File: src/design/dcf_pkg.sv
// Shared constants and codes for the delimited command framer.
package dcf_pkg;

    localparam int unsigned BYTE_W          = 8;
    localparam int unsigned TICKS_W         = 16;
    localparam int unsigned INDEX_W         = 4;
    localparam int unsigned FRAME_BYTES_DEF = 12;
    localparam logic [TICKS_W-1:0] TIMEOUT_RESET = 16'd2000;

    // input kinds
    localparam logic [1:0] CMD_BYTE = 2'd0;
    localparam logic [1:0] CMD_GAP  = 2'd1;
    localparam logic [1:0] CMD_TICK = 2'd2;

    // result status codes
    localparam logic [1:0] ST_ACK      = 2'd0;
    localparam logic [1:0] ST_OVERFLOW = 2'd1;
    localparam logic [1:0] ST_TIMEOUT  = 2'd2;
    localparam logic [1:0] ST_ERROR    = 2'd3;

    localparam logic [BYTE_W-1:0] CH_OPEN  = 8'h23;
    localparam logic [BYTE_W-1:0] CH_CLOSE = 8'h3B;
    localparam logic [BYTE_W-1:0] CH_NONE  = 8'hFF;

endpackage

File: src/design/delimited_command_framer.sv
// Framer for '#'...';' delimited commands: stores the frame in a small memory,
// replays it on the closing byte with ACK status, and reports OVERFLOW, TIMEOUT
// or ERROR as single results. An input word is taken only while the output register
// is free. A closing ';' starts a burst of n results (n = frame length, 2..FRAME_BYTES);
// each result is read from the single registered memory read port (S_RD) and then
// handed out (S_SEND), and no input word is taken until the burst has been handed out.
// Received byte 0xFF behaves as a gap. No clearing pass follows reset.
module delimited_command_framer #(
    parameter int unsigned FRAME_BYTES = dcf_pkg::FRAME_BYTES_DEF
) (
    input  logic        i_clk,
    input  logic        i_rst_n,
    // configuration: timeout_ticks
    input  logic        i_cfg_valid,
    output logic        o_cfg_ready,
    input  logic [15:0] i_cfg_data,
    // input stream
    input  logic        s_tvalid,
    output logic        s_tready,
    input  logic [7:0]  s_tdata,   // [7:0] rx_byte
    input  logic [1:0]  s_tuser,   // [1:0] cmd
    // output stream
    output logic        m_tvalid,
    input  logic        m_tready,
    output logic [15:0] m_tdata,   // [7:0] frame_byte, [11:8] byte_index, [15:12] zero
    output logic [1:0]  m_tuser,   // [1:0] status
    output logic        m_tlast
);
    import dcf_pkg::*;

    localparam int unsigned AW = $clog2(FRAME_BYTES);
    localparam int unsigned CW = $clog2(FRAME_BYTES + 1);
    localparam logic [CW-1:0] FULL = CW'(FRAME_BYTES);
    localparam logic [CW-1:0] ONE  = CW'(1);

    typedef enum logic [4:0] {
        S_IDLE  = 5'b00001,
        S_OPEN  = 5'b00010,
        S_DRAIN = 5'b00100,
        S_RD    = 5'b01000,
        S_SEND  = 5'b10000
    } t_state;

    t_state              r_state, n_state;
    logic [CW-1:0]       r_fill, n_fill;
    logic [CW-1:0]       r_k, n_k;
    logic [CW-1:0]       r_n, n_n;
    logic [TICKS_W-1:0]  r_elapsed, n_elapsed;
    logic [TICKS_W-1:0]  r_timeout;

    logic                r_m_valid, n_m_valid;
    logic [1:0]          r_m_status, n_m_status;
    logic [BYTE_W-1:0]   r_m_byte, n_m_byte;
    logic [INDEX_W-1:0]  r_m_index, n_m_index;
    logic                r_m_last, n_m_last;

    logic                w_we, w_re;
    logic [AW-1:0]       w_waddr, w_raddr;
    logic [BYTE_W-1:0]   w_wdata, w_rdata;

    logic                w_accept, w_out_free;
    logic                w_gap, w_data, w_tick;
    logic [BYTE_W-1:0]   w_b;
    logic [TICKS_W-1:0]  w_elapsed_inc;
    logic [CW+INDEX_W-1:0] w_k_ext;
    logic                w_k_last;

    assign o_cfg_ready = 1'b1;

    assign w_out_free = !r_m_valid || m_tready;
    assign s_tready   = ((r_state == S_IDLE) || (r_state == S_OPEN) ||
                         (r_state == S_DRAIN)) && w_out_free;
    assign w_accept   = s_tvalid && s_tready;

    assign w_b    = s_tdata;
    assign w_data = (s_tuser == CMD_BYTE) && (w_b != CH_NONE);
    assign w_gap  = (s_tuser == CMD_GAP) || ((s_tuser == CMD_BYTE) && (w_b == CH_NONE));
    assign w_tick = (s_tuser == CMD_TICK);

    assign w_elapsed_inc = r_elapsed + TICKS_W'(1);
    assign w_k_ext       = {{INDEX_W{1'b0}}, r_k};
    assign w_k_last      = ((r_k + ONE) == r_n);

    always_comb begin
        n_state    = r_state;
        n_fill     = r_fill;
        n_k        = r_k;
        n_n        = r_n;
        n_elapsed  = r_elapsed;
        n_m_valid  = r_m_valid && !m_tready;
        n_m_status = r_m_status;
        n_m_byte   = r_m_byte;
        n_m_index  = r_m_index;
        n_m_last   = r_m_last;
        w_we       = 1'b0;
        w_waddr    = '0;
        w_wdata    = w_b;
        w_re       = 1'b0;
        w_raddr    = r_k[AW-1:0];

        case (r_state)
            S_IDLE: begin
                if (w_accept && w_data) begin
                    if (w_b == CH_OPEN) begin
                        w_we      = 1'b1;
                        w_waddr   = '0;
                        n_fill    = ONE;
                        n_elapsed = '0;
                        n_state   = S_OPEN;
                    end else begin
                        n_m_valid  = 1'b1;
                        n_m_status = ST_ERROR;
                        n_m_byte   = '0;
                        n_m_index  = '0;
                        n_m_last   = 1'b1;
                        n_fill     = '0;
                        n_state    = S_DRAIN;
                    end
                end
            end
            S_OPEN: begin
                if (w_accept && w_data) begin
                    if (r_fill >= FULL) begin
                        n_m_valid  = 1'b1;
                        n_m_status = ST_OVERFLOW;
                        n_m_byte   = '0;
                        n_m_index  = '0;
                        n_m_last   = 1'b1;
                        n_fill     = '0;
                        n_state    = S_DRAIN;
                    end else begin
                        w_we    = 1'b1;
                        w_waddr = r_fill[AW-1:0];
                        if (w_b == CH_CLOSE) begin
                            // replay slots 0..fill, closing byte included
                            n_n     = r_fill + ONE;
                            n_k     = '0;
                            n_fill  = '0;
                            n_state = S_RD;
                        end else begin
                            n_fill = r_fill + ONE;
                        end
                    end
                end else if (w_accept && w_tick) begin
                    n_elapsed = w_elapsed_inc;
                    if (w_elapsed_inc >= r_timeout) begin
                        n_m_valid  = 1'b1;
                        n_m_status = ST_TIMEOUT;
                        n_m_byte   = '0;
                        n_m_index  = '0;
                        n_m_last   = 1'b1;
                        n_fill     = '0;
                        n_state    = S_IDLE;
                    end
                end
            end
            S_DRAIN: begin
                if (w_accept && w_gap) begin
                    n_state = S_IDLE;
                end
            end
            S_RD: begin
                w_re    = 1'b1;
                n_state = S_SEND;
            end
            S_SEND: begin
                // hold read data until the output register frees up
                if (w_out_free) begin
                    n_m_valid  = 1'b1;
                    n_m_status = ST_ACK;
                    n_m_byte   = w_rdata;
                    n_m_index  = w_k_ext[INDEX_W-1:0];
                    n_m_last   = w_k_last;
                    n_k        = r_k + ONE;
                    n_state    = w_k_last ? S_IDLE : S_RD;
                end
            end
            default: begin
                n_state = S_IDLE;
            end
        endcase
    end

    always_ff @(posedge i_clk) begin
        if (!i_rst_n) begin
            r_state   <= S_IDLE;
            r_fill    <= '0;
            r_k       <= '0;
            r_n       <= '0;
            r_elapsed <= '0;
            r_timeout <= TIMEOUT_RESET;
            r_m_valid <= 1'b0;
        end else begin
            r_state   <= n_state;
            r_fill    <= n_fill;
            r_k       <= n_k;
            r_n       <= n_n;
            r_elapsed <= n_elapsed;
            r_m_valid <= n_m_valid;
            if (i_cfg_valid && o_cfg_ready) begin
                r_timeout <= i_cfg_data;
            end
        end
    end

    always_ff @(posedge i_clk) begin
        r_m_status <= n_m_status;
        r_m_byte   <= n_m_byte;
        r_m_index  <= n_m_index;
        r_m_last   <= n_m_last;
    end

    dcf_store #(
        .DEPTH (FRAME_BYTES),
        .AW    (AW)
    ) u_store (
        .i_clk   (i_clk),
        .i_we    (w_we),
        .i_waddr (w_waddr),
        .i_wdata (w_wdata),
        .i_re    (w_re),
        .i_raddr (w_raddr),
        .o_rdata (w_rdata)
    );

    assign m_tvalid = r_m_valid;
    assign m_tdata  = {{(16 - BYTE_W - INDEX_W){1'b0}}, r_m_index, r_m_byte};
    assign m_tuser  = r_m_status;
    assign m_tlast  = r_m_last;

    // an open frame always holds '#' and never more than the store
    a_fill_range: assert property (@(posedge i_clk) disable iff (!i_rst_n)
        (r_state == S_OPEN) |-> (r_fill >= ONE) && (r_fill <= FULL))
        else $error("fill position out of range while frame open");

    // burst index stays below the burst length
    a_burst_index: assert property (@(posedge i_clk) disable iff (!i_rst_n)
        ((r_state == S_RD) || (r_state == S_SEND)) |-> (r_k < r_n))
        else $error("burst index past frame length");

    // non-ack results are single words with zero payload
    a_single_result: assert property (@(posedge i_clk) disable iff (!i_rst_n)
        (r_m_valid && (r_m_status != ST_ACK)) |-> (r_m_last && (r_m_byte == '0) &&
                                                  (r_m_index == '0)))
        else $error("status result carries payload or lacks last");

    // the final burst word returns the framer to idle
    a_burst_end: assert property (@(posedge i_clk) disable iff (!i_rst_n)
        ((r_state == S_SEND) && w_out_free && w_k_last) |=> (r_state == S_IDLE))
        else $error("framer not idle after final burst word");

    // no input word is taken during a burst
    a_burst_stall: assert property (@(posedge i_clk) disable iff (!i_rst_n)
        ((r_state == S_RD) || (r_state == S_SEND)) |-> !w_accept)
        else $error("input accepted during burst");

endmodule

File: src/design/dcf_store.sv
// Frame byte memory: one write port, one registered read port.
module dcf_store #(
    parameter int unsigned DEPTH = dcf_pkg::FRAME_BYTES_DEF,
    parameter int unsigned AW    = $clog2(DEPTH)
) (
    input  logic                      i_clk,
    input  logic                      i_we,
    input  logic [AW-1:0]             i_waddr,
    input  logic [dcf_pkg::BYTE_W-1:0] i_wdata,
    input  logic                      i_re,
    input  logic [AW-1:0]             i_raddr,
    output logic [dcf_pkg::BYTE_W-1:0] o_rdata
);
    import dcf_pkg::*;

    logic [BYTE_W-1:0] r_mem [DEPTH];
    logic [BYTE_W-1:0] r_rdata;

    always_ff @(posedge i_clk) begin
        if (i_we) begin
            r_mem[i_waddr] <= i_wdata;
        end
    end

    always_ff @(posedge i_clk) begin
        if (i_re) begin
            r_rdata <= r_mem[i_raddr];
        end
    end

    assign o_rdata = r_rdata;

endmodule
File: config.mk
export PLATFORM = sky130hd
export DESIGN_NAME = delimited_command_framer
export DESIGN_NICKNAME = d
export VERILOG_FILES = /design/src/design/dcf_pkg.sv /design/src/design/delimited_command_framer.sv /design/src/design/dcf_store.sv
export SDC_FILE = /design/constraint.sdc
export NUM_CORES = 1
export LEC_CHECK = 0
export BUFFER_PORTS_ARGS = -buffer_cell sky130_fd_sc_hd__buf_2
export CELL_PAD_IN_SITES_DETAIL_PLACEMENT = 2
export CELL_PAD_IN_SITES_GLOBAL_PLACEMENT = 2
export CORE_MARGIN = 3
export CORE_UTILIZATION = 42
export DETAILED_ROUTE_END_ITERATION = 6
export PLACE_DENSITY_LB_ADDON = 0.1
export SYNTH_ARGS = -nofsm -noshare
export SYNTH_HDL_FRONTEND = slang
export SYNTH_SLANG_ARGS = --single-unit
File: constraint.sdc
create_clock -name i_clk -period 5.3 [get_ports i_clk]
set_clock_uncertainty 0.05 [all_clocks]
set_input_delay 0.265 -clock i_clk [delete_from_list [all_inputs] [get_ports i_clk]]
set_output_delay 0.265 -clock i_clk [all_outputs]
set_load 0.02 [all_outputs]
==> results of run 1 <==
==> layout make-up <==
cell class / instances / area [um^2]
Clock inverter: 13 / 181
Timing Repair Buffer: 53 / 283
Tap cell: 229 / 287
Clock buffer: 19 / 433
Multi-Input combinational cell: 384 / 2900
Sequential cell: 169 / 4580
Inverter: 20 / 75.1
Fill cell: 1771 / 9350
==> cell usage after synthesis (8+ instances only) <==
cell	n
mux4_2	24
ha_1	19
nor2_1	32
inv_1	20
dfxtp_1	50
o21ai_0	31
xnor2_1	17
and2_1	18
a21boi_0	9
mux2i_1	20
clkbuf_1	25
nand2_1	50
and3_1	8
edfxtp_1	119
nor3_1	11
a21oi_1	18
nand3_1	15
nor2b_1	20
==> sequential cells by signal, summed over array words and instances, names as in the netlist <==
| name | count |
|---|---|
| u_store.r_mem | 96 |
| m_tuser | 2 |
| r_state | 5 |
| r_k | 4 |
| m_tvalid | 1 |
| r_n | 4 |
| u_store.o_rdata | 8 |
| r_m_index | 4 |
| r_timeout | 16 |
| r_fill | 4 |
| r_m_byte | 8 |
| r_elapsed | 16 |
| m_tlast | 1 |
==> tightest hold or removal path, cell delays in order <==
cell and delay [ns]:
buf_2 0.08, nand2_1 0.05, o211ai_1 0.07
==> routing by layer <==
metal	wire (um)	vias to the layer above	global-route usage, %
li1	-	2313	-
met1	9540	2619	29.3
met2	10600	102	36.8
met3	606	15	3.56
met4	226	0	6.21
met5	0	-	0
==> kinds of logic after synthesis <==
| group | share of synthesized area [%] |
|---|---|
| mux | 9.83 |
| compound gates | 8.20 |
| other cells | 0.0967 |
| buf+inv | 3.98 |
| xor+xnor | 2.71 |
| flops | 58.9 |
| fa+ha+maj | 3.06 |
| simple gates | 13.2 |
==> worst max-delay path by stage <==
stage	from	to	slack, ns	cells after the start
floorplan	r_elapsed[2]$_SDFFE_PN0P_	m_tlast$_SDFFCE_PP1P_	0.92	15
global placement	r_elapsed[2]$_SDFFE_PN0P_	r_m_byte[6]$_SDFFCE_PP0P_	1.57	14
detailed placement	r_elapsed[3]$_SDFFE_PN0P_	r_m_byte[1]$_SDFFCE_PP0P_	1.35	14
CTS	r_elapsed[2]$_SDFFE_PN0P_	m_tuser[1]$_DFFE_PP_	1.35	14
global route	r_elapsed[2]$_SDFFE_PN0P_	m_tuser[1]$_DFFE_PP_	1.01	14
finish	r_elapsed[2]$_SDFFE_PN0P_	r_m_byte[6]$_SDFFCE_PP0P_	1.39	14
==> per-stage QoR <==
step / power, W / util (%)
2_1_floorplan: 0.00159 / -
3_3_place_gp: 0.00164 / 44.9
3_5_place_dp: 0.00165 / 44.9
4_1_cts: 0.00297 / 48.3
5_1_grt: 0.00305 / 48.3
6_report: 0.00295 / 48.3
==> power groups by stage <==
stage	logic, W	clock network (W)	registers [W]
2_1_floorplan	0.000122	0	0.00147
3_3_place_gp	0.000177	0	0.00147
3_5_place_dp	0.000185	0	0.00147
4_1_cts	0.000187	0.00135	0.00144
5_1_grt	0.000208	0.00140	0.00144
6_report	0.000187	0.00132	0.00144
==> timing repair <==
action,in CTS,in global routing
hold endpoints to repair,1,0
setup endpoints to repair,0,0
hold buffers,1,0
buffers inserted,0,0
==> run summary, run 1 <==
Status - finished, final reports clean
Setup violators final - 0
Power share of the sequential group - 48.8%
I/O pins - 53
Final Slew Violations - 0
Sequential-to-total area share from yosys stat - 58.9%
Hold path start - i_cfg_data[9]
Reg2reg setup slack - 1.39 ns
YS warnings - 0
Peak VDD IR - 0.000233 V
Maxcap violations - 0
CP Max Fanout - 15
CP Cell Sequence - and4_1, and3_1, and4_1, nand4_1, xnor2_1, ha_1, nand4_1, nor3_1, nand2_1, o21ai_0, and3_1, o21ai_0, a21boi_1, buf_4
Worst hold path type - in -> reg
Fin worst setup slack - 1.39 ns
Setup repair after global routing missed its margin - false
Post-synthesis register bit count - 169
Iter 0 DRT Violations - 363
# rows - 49
Pre-CTS setup slack - 1.35 ns
Total core area - 18100 um^2
Final Instance Count excl. Fillers - 887
Placed insts - 854
Dominant synthesized flop cell - edfxtp_1
Min cycle time layout - 3.91 ns
Die area - 20200 um^2
Most frequent cells in the layout - edfxtp_1 (119), nand2_1 (50), dfxtp_1 (49)
Cells resized by post-CTS repair - 0
Final non-filler cell area - 8740 um^2
Most common cell after layout, fill and taps aside - edfxtp_1
Deepest clock path buffer count - 2
Worst slew margin relative to its limit - 15.5%
R2r startpoint - r_elapsed[2]$_SDFFE_PN0P_
CTS Sinks - 169
Clock Power Share - 44.9%
Hold Slack - 0.0141 ns
CP arrival - 3.99 ns
Gr ovfl total - 0
Placer congestion estimate - 0.770
Library cells used by synthesis - 60
Mapped Cells - 611
Clk slew on worst S/H paths - 0.07 ns
Largest net degree at the start of global routing - 52
Post-DR vias/cell - 5.69
Worst endpoint required time - 5.37 ns
Fmax - 0.256 GHz
H-Tree Depth - 4
Comb pwr share - 6.3%
Ratio of final minimum period to clock period - 73.8%
Worst skew pair latency - 0.43 ns
Switch Pwr - 0.000703 W
First-pass GRT wire length - 33.1 mm
Final hold violation count - 0
Slowest CP cell - dfxtp_1
Antenna fix cells - 0
Power density over the cells - 337 nW/um^2
Worst Hold End - r_timeout[9]$_SDFFE_PN1P_
Reg-to-reg endpoint - r_m_byte[6]$_SDFFCE_PP0P_
CTS tree - done
Worst stage delay on the critical path - 0.44 ns
Slew @ Worst Pin - 1.27 ns
Post-synth EDFFs - 119
Pleak - 3.12 nW
Area leader, netlist - edfxtp_1
Initial Utilization - 42.9%
Placed inst area - 8110 um^2
Average footprint of a synthesized cell - 12.7 um^2
Cell area after synthesis - 7760 um^2
Startpoint Class - flip-flop
WL/cell - 23.7 um
Worst R2R Path Depth - 14
Die W - 142 um
Top cells by area, synth - edfxtp_1 (46%), dfxtp_1 (13%), mux4_2 (7.0%)
Initial antenna violation count - 0
DRT antenna net count - 0
Synthesis-to-layout area growth - 12.5%
Number of global-route vias before repair - 5602
Layout cells sized above 1 - 18.4%
Switching Share - 23.8%
Die height - 142 um
Crit. End Element - flip-flop
Routed vias - 5049
Critical path's top delay family - simple AND/OR/NAND/NOR gates
Drt pass-1 iters - 4
Port bufs - 47
WS Path Type - reg -> reg
Worst Hold Depth - 3
Synth top area share - 46.0%
Final WL - 21.0 mm
CTS buffer count - 17
Setup TNS - 0 ns
Root buffer cell - clkbuf_16
Nets - 695
Post-DP HPWL - 13.8 mm
Asr flop ratio synth - 0%
Crit path buffers/inverters - 1
Drt drc - 0
GR Util All Layers - 21.8%
Int Pwr - 0.00224 W
No activity file was read; power rests on OpenSTA's default activity.
==> run 2: changes to the inputs <==
==> constraint.sdc (replaced) <==
create_clock -name i_clk -period 3.9 [get_ports i_clk]
set_clock_uncertainty 0.05 [all_clocks]
set_input_delay 0.195 -clock i_clk [delete_from_list [all_inputs] [get_ports i_clk]]
set_output_delay 0.195 -clock i_clk [all_outputs]
set_load 0.02 [all_outputs]
==> run 2 against run 1 <==
Total power grew 34%. Via count grew 2.2%. Combinational power increased by 43%. Register-to-register slack worse by 1.1 ns. Flip-flop and latch count unchanged. Clock power increased by 31%. Clock-buffer cell count down 2. Die area is the same. Core utilization up 1.6 points. Worst hold slack lost 0.0021 ns. Critical path depth unchanged. Critical path type unchanged.
==> run summary, run 2 (synthesis gave the netlist of run 1 again) <==
Status - finished, final reports clean
Deepest clock path buffer count - 2
Initial Utilization - 42.9%
Die height - 142 um
Worst hold path type - in -> reg
CP arrival - 3.73 ns
CP Cell Sequence - and4_1, and3_2, nand4_1, nand2b_1, xnor2_1, ha_1, nand4_1, nor3_2, nand2_1, o21ai_1, and3_2, o21ai_0, a21boi_2, buf_12
Min cycle time layout - 3.63 ns
Routed vias - 5159
WS Path Type - reg -> reg
Clk slew on worst S/H paths - 0.07 ns
Largest net degree at the start of global routing - 52
Setup repair after global routing missed its margin - false
Drt pass-1 iters - 4
H-Tree Depth - 4
Worst slew margin relative to its limit - 33.7%
Port bufs - 47
Worst skew pair latency - 0.44 ns
Crit path buffers/inverters - 1
Final WL - 21.2 mm
FF+latch area - 4580 um^2
Final hold violation count - 0
Fmax - 0.275 GHz
Drt drc - 0
Critical path's top delay family - simple AND/OR/NAND/NOR gates
Setup violators final - 0
Ratio of final minimum period to clock period - 93.1%
Peak VDD IR - 0.000331 V
Worst endpoint required time - 4.00 ns
Most frequent cells in the layout - edfxtp_1 (119), nand2_1 (50), buf_2 (47)
CTS tree - done
Maxcap violations - 0
Area of the multi-input gates - 2910 um^2
Most common cell after layout, fill and taps aside - edfxtp_1
Slowest CP cell - dfxtp_2
Startpoint Class - flip-flop
GR Util All Layers - 22.2%
Fin util - 49.9%
Worst R2R Path Depth - 14
Layout cells sized above 1 - 21.3%
Pleak - 3.27 nW
Gr ovfl total - 0
CP Max Fanout - 15
Initial antenna violation count - 0
Reg2reg setup slack - 0.27 ns
Final non-filler cell area - 9030 um^2
Post-DR vias/cell - 5.61
Final Slew Violations - 0
Fillers - 1763
Max reg flops - 96
I/O pins - 53
WL/cell - 23.1 um
Power density over the cells - 438 nW/um^2
Post-DP HPWL - 14.6 mm
Critical path depth - 14
CTS buffer count - 17
Die area - 20200 um^2
Placer congestion estimate - 0.802
Die W - 142 um
Setup TNS - 0 ns
Root buffer cell - clkbuf_16
Reg-to-reg endpoint - r_m_index[3]$_SDFFCE_PP0P_
Critical path origin - r_elapsed[2]$_SDFFE_PN0P_
Crit. End Element - flip-flop
Antenna fix cells - 0
First-pass GRT wire length - 33.5 mm
Worst stage delay on the critical path - 0.40 ns
Largest reg by FF count - u_store.r_mem
Synthesis-to-layout area growth - 16.2%
Slew @ Worst Pin - 0.995 ns
R2r startpoint - r_elapsed[2]$_SDFFE_PN0P_
DRT antenna net count - 0
Number of global-route vias before repair - 5753
Biggest regs - u_store.r_mem: 96 flops, r_elapsed: 16 flops, r_timeout: 16 flops
Placed inst area - 8250 um^2
Total core area - 18100 um^2
Iter 0 DRT Violations - 320
# rows - 49
Nets - 727
Critical path endpoint - r_m_index[3]$_SDFFCE_PP0P_
CTS Sinks - 169
## run 2: area by class of cell
cell class / instances / area share, %
tap: 229 / 3.17
inverter: 20 / 0.832
multi-input combinational: 384 / 32.3
sequential: 169 / 50.7
clock inverter: 15 / 1.95
timing repair buffer: 85 / 6.32
clock buffer: 17 / 4.71
## run 2: worst min path at each step
stage                             start                            end  slack (ns)  depth (start not counted)
after floorplan              s_tdata[0]  u_store.r_mem[0][0]$_DFFE_PP_        0.24                          0
after global placement    i_cfg_data[9]      r_timeout[9]$_SDFFE_PN1P_        0.36                          3
after detailed placement  i_cfg_data[4]      r_timeout[4]$_SDFFE_PN1P_        0.38                          3
after CTS                 i_cfg_data[0]      r_timeout[0]$_SDFFE_PN0P_        0.01                          3
after global routing      i_cfg_data[0]      r_timeout[0]$_SDFFE_PN0P_        0.01                          3
final                     i_cfg_data[0]      r_timeout[0]$_SDFFE_PN0P_        0.01                          3
## run 2: repair_timing
action	in CTS	in global routing
hold buffers	15	0
endpoints found under the setup margin	0	15
gates resized for setup	0	8
hold endpoints to repair	15	0
setup buffers	0	2
## run 2: metrics by stage
step	setup slack, ns	std cells	total power (W)	hold WS, ns
4_1_cts	0.0363	917	0.00399	0.0118
6_report	0.270	919	0.00395	0.0120
5_1_grt	0.0207	919	0.00410	0.0129
3_3_place_gp	0.208	870	0.00224	0.361
2_1_floorplan	0.193	614	0.00216	0.244
3_5_place_dp	0.0608	870	0.00225	0.377
## run 2: power by group
part / switching [W] / internal (W) / total, W
Combinational: 0.000170 / 0.0000968 / 0.000267
Clock: 0.000815 / 0.000919 / 0.00173
Sequential: 0.0000223 / 0.00193 / 0.00195
Total: 0.00101 / 0.00295 / 0.00395
## run 2: worst min-delay path: stages
cell and delay, ns:
buf_2 0.08, mux2i_1 0.08, nor2b_1 0.11
## run 2: metal layers
metal	GRT usage (%)	vias to the layer above	wire (um)	part of all wire, %
met5	0	-	0	0
met4	6.62	0	223	1.1
met3	3.39	18	858	4.0
met2	38.0	114	10600	50
met1	29.4	2645	9520	45
li1	-	2382	-	-
